### src/design/a2c_pkg.sv
// Package: types, token table and helper functions of the charset encoder.
`timescale 1ns / 1ps

package a2c_pkg;

    localparam int TABLE_ENTRIES   = 36;
    localparam int MAX_TOKEN_CHARS = 3;

    localparam logic [8:0] BUFSIZE_RESET = 9'd32;
    localparam logic [7:0] CODE_TERM     = 8'hFF;
    localparam logic [7:0] CODE_UPPER    = 8'h0A;
    localparam logic [7:0] CODE_LOWER    = 8'h24;

    // One window character with its stand-alone mapping worked out up front.
    typedef struct packed {
        logic [7:0] ch;
        logic       map_ok;
        logic [7:0] map_code;
    } t_char;

    // Queue entry.
    typedef struct packed {
        t_char c;
        logic  eos;
    } t_item;

    // Front to queue.
    typedef struct packed {
        logic  valid;
        t_item item;
    } t_push;

    // Queue head to back.
    typedef struct packed {
        logic  valid;
        t_item item;
    } t_qhead;

    typedef struct packed {
        logic       hit;
        logic [7:0] code;
        logic [1:0] len;
    } t_match;

    // Token text, first character in the low byte.
    localparam logic [23:0] TOK_TEXT [TABLE_ENTRIES] = '{
        24'h5D5E5B, 24'h5D765B, 24'h5D3C5B, 24'h5D3E5B,
        24'h5D415B, 24'h5D425B, 24'h5D435B, 24'h5D5A5B,
        24'h5D525B, 24'h656874, 24'h756F79, 24'h3E2D3C,
        24'h2E2E2E, 24'h5D2B5B, 24'h5D2A5B, 24'h5D785B,
        24'h5D2D5B, 24'h5D2E5B, 24'h002020, 24'h002829,
        24'h000027, 24'h00002E, 24'h00002C, 24'h000020,
        24'h00002D, 24'h000028, 24'h000029, 24'h000026,
        24'h00003A, 24'h000021, 24'h000025, 24'h00003F,
        24'h00007B, 24'h00007D, 24'h00007E, 24'h00000A
    };

    localparam logic [7:0] TOK_CODE [TABLE_ENTRIES] = '{
        8'h50, 8'h51, 8'h52, 8'h53, 8'h54, 8'h55, 8'h56, 8'h57,
        8'h58, 8'hD1, 8'hD2, 8'hE4, 8'hF8, 8'hF9, 8'hFA, 8'hFB,
        8'hFC, 8'hFD, 8'hD0, 8'hE2, 8'h3E, 8'h3F, 8'h6F, 8'h9E,
        8'h9F, 8'hE1, 8'hE3, 8'hE5, 8'hE6, 8'hF2, 8'hF3, 8'hF4,
        8'hF5, 8'hF6, 8'hF7, 8'hFE
    };

    localparam logic [1:0] TOK_LEN [TABLE_ENTRIES] = '{
        2'd3, 2'd3, 2'd3, 2'd3, 2'd3, 2'd3, 2'd3, 2'd3,
        2'd3, 2'd3, 2'd3, 2'd3, 2'd3, 2'd3, 2'd3, 2'd3,
        2'd3, 2'd3, 2'd2, 2'd2, 2'd1, 2'd1, 2'd1, 2'd1,
        2'd1, 2'd1, 2'd1, 2'd1, 2'd1, 2'd1, 2'd1, 2'd1,
        2'd1, 2'd1, 2'd1, 2'd1
    };

    // Stand-alone mapping of digits and letters.
    function automatic t_char classify(input logic [7:0] ch);
        t_char c;
        c.ch       = ch;
        c.map_ok   = 1'b0;
        c.map_code = 8'h00;
        if (ch >= 8'h30 && ch <= 8'h39) begin
            c.map_ok   = 1'b1;
            c.map_code = ch - 8'h30;
        end else if (ch >= 8'h41 && ch <= 8'h5A) begin
            c.map_ok   = 1'b1;
            c.map_code = CODE_UPPER + (ch - 8'h41);
        end else if (ch >= 8'h61 && ch <= 8'h7A) begin
            c.map_ok   = 1'b1;
            c.map_code = CODE_LOWER + (ch - 8'h61);
        end
        return c;
    endfunction

    // Parallel compare against the table; the lowest matching entry wins.
    function automatic t_match token_lookup(input logic [23:0] chars,
                                            input logic [1:0]  max_len);
        t_match m;
        logic   ok;
        m = '0;
        for (int i = TABLE_ENTRIES - 1; i >= 0; i--) begin
            ok = (TOK_LEN[i] <= max_len);
            for (int k = 0; k < MAX_TOKEN_CHARS; k++) begin
                if (k < int'(TOK_LEN[i]))
                    ok = ok && (chars[8*k +: 8] == TOK_TEXT[i][8*k +: 8]);
            end
            if (ok) begin
                m.hit  = 1'b1;
                m.code = TOK_CODE[i];
                m.len  = TOK_LEN[i];
            end
        end
        return m;
    endfunction

    // Slots a string gets for a buffer size, terminator excluded.
    function automatic logic [7:0] slots_for(input logic [8:0] bs);
        logic [7:0] s;
        if (bs <= 9'd1)
            s = 8'd0;
        else if (bs >= 9'd256)
            s = 8'd255;
        else
            s = bs[7:0] - 8'd1;
        return s;
    endfunction

endpackage

### src/design/ascii_to_charset_code_encoder.sv
// Top level of the ASCII to character-code encoder.
`timescale 1ns / 1ps

// Takes one ASCII character per request and emits 8-bit character codes,
// resolving tokens greedily over a three-character lookahead window against
// a fixed 36-entry table, then mapping digits and letters, and closing each
// string with the 0xFF terminator on tlast. A character request is taken
// every cycle while the queue has room and is resolved by the table compare
// in the back end; an end-of-string request stays at the queue head while
// up to two remaining tokens, then the terminator, go out. A two-entry queue sits
// between the front end and the back end, and a registered output stage lets
// new requests enter while a code waits on the master side. Writing the
// buffer size (terminator included) abandons any string in progress and is
// expected only while the block is idle.
module ascii_to_charset_code_encoder (
    input  logic       i_clk,
    input  logic       i_rst_n,
    input  logic       i_s_axis_tvalid,
    output logic       o_s_axis_tready,
    input  logic [7:0] i_s_axis_tdata,   // [7:0] character
    input  logic       i_s_axis_tlast,   // end_of_string
    output logic       o_m_axis_tvalid,
    input  logic       i_m_axis_tready,
    output logic [7:0] o_m_axis_tdata,   // [7:0] code
    output logic       o_m_axis_tlast,   // last_of_string
    input  logic       i_cfg_valid,
    output logic       o_cfg_ready,
    input  logic [8:0] i_cfg_data        // buffer_size
);

    a2c_pkg::t_push  w_push;
    a2c_pkg::t_qhead w_head;
    logic            w_q_ready;
    logic            w_pop;

    a2c_front u_front (
        .i_s_axis_tvalid (i_s_axis_tvalid),
        .o_s_axis_tready (o_s_axis_tready),
        .i_s_axis_tdata  (i_s_axis_tdata),
        .i_s_axis_tlast  (i_s_axis_tlast),
        .i_q_ready       (w_q_ready),
        .o_push          (w_push)
    );

    a2c_queue u_queue (
        .i_clk   (i_clk),
        .i_rst_n (i_rst_n),
        .i_push  (w_push),
        .o_ready (w_q_ready),
        .o_head  (w_head),
        .i_pop   (w_pop)
    );

    a2c_back u_back (
        .i_clk           (i_clk),
        .i_rst_n         (i_rst_n),
        .i_head          (w_head),
        .o_pop           (w_pop),
        .i_cfg_valid     (i_cfg_valid),
        .i_cfg_data      (i_cfg_data),
        .o_m_axis_tvalid (o_m_axis_tvalid),
        .i_m_axis_tready (i_m_axis_tready),
        .o_m_axis_tdata  (o_m_axis_tdata),
        .o_m_axis_tlast  (o_m_axis_tlast)
    );

    assign o_cfg_ready = 1'b1;

endmodule

### src/design/a2c_front.sv
// Front end: takes input requests and classifies each character.
`timescale 1ns / 1ps

module a2c_front (
    input  logic               i_s_axis_tvalid,
    output logic               o_s_axis_tready,
    input  logic [7:0]         i_s_axis_tdata,   // character
    input  logic               i_s_axis_tlast,   // end_of_string
    input  logic               i_q_ready,
    output a2c_pkg::t_push     o_push
);

    a2c_pkg::t_item w_item;

    always_comb begin
        w_item.c   = a2c_pkg::classify(i_s_axis_tdata);
        // a NUL character ends the string just like tlast
        w_item.eos = i_s_axis_tlast || (i_s_axis_tdata == 8'h00);
    end

    assign o_s_axis_tready = i_q_ready;
    assign o_push.valid    = i_s_axis_tvalid && i_q_ready;
    assign o_push.item     = w_item;

endmodule

### src/design/a2c_queue.sv
// Two-entry queue between front end and resolver.
`timescale 1ns / 1ps

module a2c_queue (
    input  logic               i_clk,
    input  logic               i_rst_n,
    input  a2c_pkg::t_push     i_push,
    output logic               o_ready,
    output a2c_pkg::t_qhead    o_head,
    input  logic               i_pop
);

    a2c_pkg::t_item r_mem [2];
    logic           r_wr_ptr, n_wr_ptr;
    logic           r_rd_ptr, n_rd_ptr;
    logic [1:0]     r_count,  n_count;

    always_comb begin
        n_wr_ptr = r_wr_ptr;
        n_rd_ptr = r_rd_ptr;
        n_count  = r_count;
        if (i_push.valid) begin
            n_wr_ptr = ~r_wr_ptr;
        end
        if (i_pop) begin
            n_rd_ptr = ~r_rd_ptr;
        end
        if (i_push.valid && !i_pop)
            n_count = r_count + 2'd1;
        else if (!i_push.valid && i_pop)
            n_count = r_count - 2'd1;
    end

    always_ff @(posedge i_clk) begin
        if (!i_rst_n) begin
            r_wr_ptr <= 1'b0;
            r_rd_ptr <= 1'b0;
            r_count  <= 2'd0;
        end else begin
            r_wr_ptr <= n_wr_ptr;
            r_rd_ptr <= n_rd_ptr;
            r_count  <= n_count;
        end
    end

    always_ff @(posedge i_clk) begin
        if (i_push.valid) begin
            r_mem[r_wr_ptr] <= i_push.item;
        end
    end

    assign o_ready      = (r_count != 2'd2);
    assign o_head.valid = (r_count != 2'd0);
    assign o_head.item  = r_mem[r_rd_ptr];

endmodule

### src/design/a2c_back.sv
// Back end: lookahead window, token resolver, slot count and output register.
`timescale 1ns / 1ps

module a2c_back (
    input  logic               i_clk,
    input  logic               i_rst_n,
    input  a2c_pkg::t_qhead    i_head,
    output logic               o_pop,
    input  logic               i_cfg_valid,
    input  logic [8:0]         i_cfg_data,
    output logic               o_m_axis_tvalid,
    input  logic               i_m_axis_tready,
    output logic [7:0]         o_m_axis_tdata,   // code
    output logic               o_m_axis_tlast    // last_of_string
);

    a2c_pkg::t_char r_win [a2c_pkg::MAX_TOKEN_CHARS];
    a2c_pkg::t_char n_win [a2c_pkg::MAX_TOKEN_CHARS];
    a2c_pkg::t_char w_res [a2c_pkg::MAX_TOKEN_CHARS];
    logic [1:0]     r_fill, n_fill;
    logic [7:0]     r_slots, n_slots;
    logic           r_stopped, n_stopped;
    logic [8:0]     r_bufsize;
    logic           r_out_valid;
    logic [7:0]     r_out_code;
    logic           r_out_last;

    a2c_pkg::t_match w_match;
    logic [1:0]      w_res_fill;
    logic [1:0]      w_max_len;
    logic [1:0]      w_used;
    logic [7:0]      w_slots_dec;
    logic            w_eos;
    logic            w_active;
    logic            w_resolve;
    logic            w_got;
    logic [7:0]      w_code;
    logic            w_emit;
    logic [7:0]      w_emit_code;
    logic            w_emit_last;
    logic            w_out_free;
    logic            w_step;

    always_comb begin
        w_eos    = i_head.item.eos;
        w_active = !r_stopped && (r_slots != 8'd0);

        // window as seen by the resolver
        w_res      = r_win;
        w_res_fill = r_fill;
        if (!w_eos && r_fill != 2'd3) begin
            w_res[r_fill] = i_head.item.c;
            w_res_fill    = r_fill + 2'd1;
        end

        if (w_eos)
            w_resolve = !r_stopped && (r_fill != 2'd0) && (r_slots != 8'd0);
        else
            w_resolve = w_active && (w_res_fill == 2'd3);

        if (r_slots < {6'd0, w_res_fill})
            w_max_len = r_slots[1:0];
        else
            w_max_len = w_res_fill;

        w_match = a2c_pkg::token_lookup({w_res[2].ch, w_res[1].ch, w_res[0].ch},
                                        w_max_len);
        w_used  = w_match.hit ? w_match.len : 2'd1;
        w_got   = w_match.hit || w_res[0].map_ok;
        w_code  = w_match.hit ? w_match.code : w_res[0].map_code;

        w_emit      = w_resolve ? w_got : w_eos;
        w_emit_code = w_resolve ? w_code : a2c_pkg::CODE_TERM;
        w_emit_last = !w_resolve;

        w_out_free = !r_out_valid || i_m_axis_tready;
        w_step     = i_head.valid && (!w_emit || w_out_free);
        // an end request stays at the head until its terminator goes out
        o_pop      = w_step && !(w_eos && w_resolve);

        w_slots_dec = r_slots - 8'd1;

        n_win     = r_win;
        n_fill    = r_fill;
        n_slots   = r_slots;
        n_stopped = r_stopped;
        if (w_step) begin
            if (w_resolve) begin
                unique case (w_used)
                    2'd1: begin
                        n_win[0] = w_res[1];
                        n_win[1] = w_res[2];
                    end
                    2'd2: begin
                        n_win[0] = w_res[2];
                    end
                    default: begin
                        n_win = w_res;
                    end
                endcase
                n_fill  = w_res_fill - w_used;
                n_slots = w_slots_dec;
                if (w_slots_dec == 8'd0) begin
                    n_stopped = 1'b1;
                    n_fill    = 2'd0;
                end
            end else if (w_eos) begin
                n_fill    = 2'd0;
                n_stopped = 1'b0;
                n_slots   = a2c_pkg::slots_for(r_bufsize);
            end else if (w_active) begin
                n_win  = w_res;
                n_fill = w_res_fill;
            end
        end
    end

    always_ff @(posedge i_clk) begin
        if (!i_rst_n) begin
            r_bufsize <= a2c_pkg::BUFSIZE_RESET;
            r_fill    <= 2'd0;
            r_slots   <= a2c_pkg::slots_for(a2c_pkg::BUFSIZE_RESET);
            r_stopped <= 1'b0;
        end else if (i_cfg_valid) begin
            // a new size abandons the string in progress
            r_bufsize <= i_cfg_data;
            r_fill    <= 2'd0;
            r_slots   <= a2c_pkg::slots_for(i_cfg_data);
            r_stopped <= 1'b0;
        end else begin
            r_fill    <= n_fill;
            r_slots   <= n_slots;
            r_stopped <= n_stopped;
        end
    end

    always_ff @(posedge i_clk) begin
        r_win <= n_win;
    end

    always_ff @(posedge i_clk) begin
        if (!i_rst_n) begin
            r_out_valid <= 1'b0;
        end else if (w_step && w_emit) begin
            r_out_valid <= 1'b1;
        end else if (i_m_axis_tready) begin
            r_out_valid <= 1'b0;
        end
    end

    always_ff @(posedge i_clk) begin
        if (w_step && w_emit) begin
            r_out_code <= w_emit_code;
            r_out_last <= w_emit_last;
        end
    end

    assign o_m_axis_tvalid = r_out_valid;
    assign o_m_axis_tdata  = r_out_code;
    assign o_m_axis_tlast  = r_out_last;

endmodule

### config.mk
export PLATFORM = sky130hd
export DESIGN_NAME = ascii_to_charset_code_encoder
export DESIGN_NICKNAME = d
export VERILOG_FILES = /design/src/design/a2c_pkg.sv /design/src/design/ascii_to_charset_code_encoder.sv /design/src/design/a2c_front.sv /design/src/design/a2c_queue.sv /design/src/design/a2c_back.sv
export SDC_FILE = /design/constraint.sdc
export NUM_CORES = 1
export LEC_CHECK = 0
export BUFFER_PORTS_ARGS = -buffer_cell sky130_fd_sc_hd__buf_2
export CORE_MARGIN = 3
export CORE_UTILIZATION = 41
export CTS_CLUSTER_DIAMETER = 200
export DETAILED_ROUTE_END_ITERATION = 6
export PLACE_DENSITY = 0.63
export SLEW_MARGIN = 20
export SYNTH_ARGS = -nofsm -noshare
export SYNTH_HDL_FRONTEND = slang
export SYNTH_SLANG_ARGS = --single-unit
### constraint.sdc
create_clock -name i_clk -period 7.15 [get_ports i_clk]
set_input_delay 1.43 -clock i_clk [delete_from_list [all_inputs] [get_ports i_clk]]
set_output_delay 1.43 -clock i_clk [all_outputs]
set_load 0.05 [all_outputs]
# Word level (Yosys, flattened, before mapping)

Memory sizes are Yosys's and may differ from the RTL's. A register that Yosys moved wholly into a read port is not among the register bits.
Cells that the tools add are included.

Bits in latches: 0
Bits in registers: 85
ROM bits: 0
Bits in writable memories: 36
Memories kept: 1

Order comparisons: 16
Shift operators: 0
Bitwise operators: 4
Multipliers: 0
Mux-type cells: 78
Eq/ne operators: 52
Divide/modulo/power cells: 0
$add $sub $neg: 12
Reduce and logical (&&, ||, !) cells: 109

Memory list:

| memory        | depth | width | read ports | clocked after memory_dff | write ports | RTL line        | RTL |
|---|---|---|---|---|---|---|---|
| u_queue.r_mem | 2     | 18    | 1          | 1                        | 1           | a2c_queue.sv:13 | `a2c_pkg::t_item r_mem [2];` |

Operators with widths:

| operator            | number |
|---|---|
| $mux 11             | 36 |
| $mux 51             | 4 |
| $eq 8x6->1 const B  | 23 |
| $eq 8x7->1 const B  | 19 |
| $logic_and 1x1->1   | 77 |
| $mux 8              | 9 |
| $pmux 17 s2         | 2 |
| $bwmux 51           | 1 |
| $demux 17 s2        | 1 |
| $mux 17             | 2 |
| $mux 9              | 3 |
| $sub 8x1->8 const B | 3 |
| $ge 9x9->1 const B  | 2 |
| $le 9x1->1 const B  | 2 |
| $mux 2              | 9 |
| $ge 8x7->1 const B  | 2 |
| $le 8x7->1 const B  | 2 |
| $logic_not 8->1     | 2 |
| $sub 8x7->8 const B | 2 |
| $reduce_bool 2->1   | 7 |
| $ne 2x2->1 const B  | 6 |
| $mux 1              | 11 |
| $add 4x8->8 const A | 1 |
| $add 6x8->8 const A | 1 |
| other kinds (24)    | 44 |

# Logic depth before layout (Yosys ltp)

Word-level depth: 54
Mapped depth: 21

# Hierarchy

Synthesis repeated with hierarchy kept, for this count alone.

Cells, all modules: 970
Area total of the unflattened synthesis: 8984.9 µm²

By module, submodules not included:

| module                        | cells each | area an instance (µm²) | sequential area each (µm²) | times used |
|---|---|---|---|---|
| a2c_back                      | 798        | 6795.3                 | 2222.1                     | 1 |
| a2c_queue                     | 78         | 1519.0                 | 1181.1                     | 1 |
| a2c_front                     | 92         | 659.4                  | 0.0                        | 1 |
| ascii_to_charset_code_encoder | 2          | 11.3                   | 0.0                        | 1 |

# Least setup slack after synthesis

No wires, ideal clock.

Path kind: register to register
Start point: reg with a tool-made name
End point: reg u_back.r_win[17] in the netlist's numbering, enable pin
Data arrival time: 5.084 ns
Required time: 6.732 ns
Clock period less this slack: 5.502 ns
Library setup time: 0.418 ns
Cell stages (with the launch flop): 19
Slack: 1.648 ns
Buffers on the path: 4
Path through: dfxtp_1 -> buf_2 -> mux2_2 -> nor2_1 -> mux2i_1 -> clkbuf_1 -> ha_1 -> or3_1 -> or2_4 -> a211oi_1 -> a211o_4 -> nor2_1 -> a22oi_1 -> and3_1 -> inv_1 -> ha_1 -> clkbuf_1 -> clkbuf_1 -> a211oi_1

RTL lines:

| what                   | RTL line        | RTL |
|---|---|---|
| end signal: assignment | a2c_back.sv:138 | `r_win <= n_win;` |
| end: declaration       | a2c_back.sv:17  | `a2c_pkg::t_char r_win [a2c_pkg::MAX_TOKEN_CHARS];` |

# Final worst setup path

Start point: reg u_back.r_fill[0]
End point: reg u_back.r_win[44] in the netlist's numbering (data pin)

Cells in the longest elaborated chain, start to end: 49
Elaborated cells on any way between the ends: 170
Those cells by class: add/sub (1); order compare (6); eq/ne (47); mux (48); bitwise (1); reduce/logical (67)

Ends and longest elaborated chain:

| what                                                                | RTL line        | RTL |
|---|---|---|
| start: declaration                                                  | a2c_back.sv:20  | `logic [1:0] r_fill, n_fill;` |
| start signal: assignment                                            | a2c_back.sv:131 | `r_fill <= n_fill;` |
| parallel branches: the longest is 48 deep, another holds $lt 8x2->1 | --              |  |
| $mux 51 (*)                                                         | a2c_back.sv:88  | `if (w_resolve) begin` |

Mark *: on every way between the ends. The select of a mux whose other input is x is not followed.
A chain may end at the register's enable or synchronous reset.

==> impl_metrics.toml <==
[floorplan]
pin_count = 35
num_rows = 53
dieArea_sq_um = 23630
start_util = 0.4215
coreArea_sq_um = 21220
die_h_um = 153.7
die_x_um = 153.7

[critical_path]
worstPathRequired_ns = 7.29
end_kind = "flop"
r2r-start = "u_back.r_fill[0]$_SDFFE_PP0P_"
start_kind = "flop"
reg2reg_setup_slack_ns = 1.34
cp_max_fo = 28
critPathArrivalTime_ns = 5.95
crit_type = "flop to flop"
r2r_cells = 14
regToRegEndpoint = "u_back.r_win[44]$_DFFE_PP_"
startpoint = "u_back.r_fill[0]$_SDFFE_PP0P_"

[flow_run]
cap_violations = 0

[timing]
finClkSkew_ns = 0.01115
fin_setup_tns_ns = 0
timing_max_transition_violations_final = 0
rsz0062_at_grt = "no"
finalSetupViolations = 0
max_slew_margin = 0.2650
period_share = 0.8126
worst_pin_slew_ns = 1.102
fmax_ghz = 0.1721
min_period_ns = 5.810
hold_violations = 0

[place]
dp_hpwl_mm = 20.27
place_inst = 1258
place_congestion = 1.004
io_buffers = 33
dpl_cell_area_sq_um = 9351

[clock_network]
clockRootBuffer = "clkbuf_16"
tritoncts = "yes"
cts.sinks = 122
numCtsBuffers = 17
clock_latency_ns = 0.43
cts_buffer_depth = 2
ctsResizeCount = 0
htree_levels = 4
ctsHoldBuffers = 0
cts_setup_buffers = 0
clk_pin_slew_ns = 0.06

[power_and_ir_drop]
p_leak_nw = 3.616
fin_total_pwr_w = 0.003928
peakVddDrop_uv = 330.5
power_density_nw_per_um2 = 396.2

[drt]
first_pass_iters = 5
drc = 0
viasPerCell = 6.270
drt-wirelength-per-cell_um = 21.50
ant_nets = 0
routed_wirelength_mm = 27.71
drt-initial-drc-count = 781
num_vias = 8082

[synth]
yosys.area_share.simple = 0.2059
synth_compound_area_frac = 0.2444
yosysSeqAreaShare = 0.3805
yosys.area_share.xor_xnor = 0.02252
synth_edf_count = 96
synthAdderAreaFrac = 0.03497
syn_area_sq_um = 8945
synthArstFlopShare = 0
synth_top_family_by_area = "compound AO/OA/AOI/OAI gates"
ys.flop_type = "edfxtp_1"
syn_avg_cell_area_sq_um = 9.026
synth_cell_type_count = 91
yosysWarnings = 0
netlist_instances = 991
syn-num-nets = 1039
ys_ff_latch = 122
muxShareOfSynthArea = 0.07246

[finish]
ff_latch_area_sq_um = 3405
multi_input_area_sq_um = 5221
fin_area_sq_um = 9915
finalNonFillerCells = 1289
syn2layout_area_growth_pct = 10.84
fillers = 2064
n_antenna_cell = 0
drive_above_1_share = 0.1292
nets = 1050

[hold_path]
min_to = "u_back.r_slots[5]$_SDFFE_PN0P_"
holdPathStages = 2
hp-start = "u_back.r_slots[5]$_SDFFE_PN0P_"
worstHoldPathType = "flop to flop"

[global_route]
grt_max_degree = 56
grt_overflow_total = 0
antenna_found_initial = 0
grt.busiest_layer = "met2"
grt_pass1_wl_mm = 43.39
grt_use_met1 = 0.3245
grtUsageTotal = 0.2314
grt_pass1_vias = 7549
met3_usage = 0.04503
use_met2 = 0.3407

[status]
status = "finished clean"
## per-stage QoR
stage                     worst slack [ns]    util  hold slack (ns)
after floorplan                      1.648       -           0.4491
after global placement               1.650  0.4407           0.4666
after detailed placement             1.428  0.4407           0.4703
after CTS                            1.418  0.4670           0.4827
after global routing                0.8404  0.4672           0.5068
final                                1.340  0.4672           0.4849
## state kept, by name (all words and copies together), names as in the netlist, 2 cells and up, named ones only
register	count
u_queue.r_mem	36
u_back.r_slots	8
u_queue.r_count	2
u_back.r_fill	2
u_back.o_m_axis_tdata	8
u_back.r_bufsize	9
u_back.r_win	51
## worst max-delay path by stage
stage                                       to  slack (ns)
floorplan           u_back.r_win[17]$_DFFE_PP_        1.65
finish              u_back.r_win[44]$_DFFE_PP_        1.34
global route        u_back.r_win[39]$_DFFE_PP_        0.84
CTS                 u_back.r_win[44]$_DFFE_PP_        1.42
global placement    u_back.r_win[46]$_DFFE_PP_        1.65
detailed placement  u_back.r_win[44]$_DFFE_PP_        1.43
## routing by layer
layer,vias up,share of wire
met5,-,0
met4,0,0.047
met3,77,0.068
met2,347,0.44
met1,3840,0.45
li1,3818,-
## where the power goes
part	switching [W]	internal, W	total, W
registers	0.000190	0.00109	0.00128
clock network	0.000326	0.000508	0.000834
logic	0.00120	0.000613	0.00181
total	0.00172	0.00221	0.00393
## synthesized netlist by cell type (all sizes together) (8+ instances only)
master	n	share of area
a22oi	8	0.0067
a211oi	17	0.014
a31oi	16	0.011
or3	8	0.0056
nor4	8	0.0080
or4	8	0.0071
o21ai	86	0.048
mux2	22	0.028
nand3	13	0.0073
nand2	101	0.042
mux2i	40	0.045
o211ai	22	0.018
ha	25	0.035
xor2	10	0.0098
or2	8	0.0059
nand2b	18	0.013
xnor2	13	0.013
nor2b	22	0.015
nor3b	11	0.0098
dfxtp	26	0.058
nor2	75	0.032
clkbuf	39	0.016
o21a	8	0.0067
nand3b	10	0.0084
a21oi	67	0.037
buf	16	0.0095
nor3	24	0.013
a221oi	11	0.011
edfxtp	96	0.32
inv	31	0.013
## worst max-delay path, stage by stage, from the launching register on
cell and delay [ns]:
dfxtp_1 0.53, ha_1 0.45, nor2_1 0.13, mux2i_1 0.68, ha_1 0.40, o21a_1 0.14
a21o_1 0.22, a211o_4 0.39, nor4_2 0.55, a22oi_1 0.20, and3_1 0.26, ha_1 0.31
nand2b_1 0.66, a221oi_1 0.50, a31oi_1 0.08
## cell usage in the layout, fill, tap and decap left out, types with 7 or more instances in the layout
master and n:
o211ai_1 22, ha_1 25, a21oi_1 67, a211oi_1 16
nand2b_1 18, mux2_2 22, o21ai_0 83, or4_1 7
dfxtp_1 25, or3_1 8, buf_4 14, a31oi_1 15
buf_2 33, a221oi_1 11, clkbuf_16 17, edfxtp_1 96
or2_2 7, xnor2_1 13, nor2_1 73, nor3b_1 10
nand3b_1 10, o221ai_1 7, nor2b_1 22, nor3_1 22
xor2_1 10, a22oi_1 8, inv_1 31, mux2i_1 39
nand2_1 101, o21a_1 8, nand3_1 13
## area by class of cell
class / instances / area share
Clock inverter: 12 / 0.01262
Timing Repair Buffer: 47 / 0.02726
Inverter: 31 / 0.01174
Sequential cell: 122 / 0.3434
Tap cell: 275 / 0.03470
Clock buffer: 19 / 0.04366
Multi-Input combinational cell: 783 / 0.5266
## cells by family (layout without fill, tap and decap cells)
group | count (synthesis) | after routing
AOI/OAI and AO/OA | 324 | 324
and+or+nand+nor | 348 | 348
xor gates and xnor gates | 23 | 23
DFF | 122 | 122
muxes | 62 | 62
buffers and inverters | 86 | 109
other | 1 | 1
adders and majority gates | 25 | 25
(Power assumes the default switching activity.)
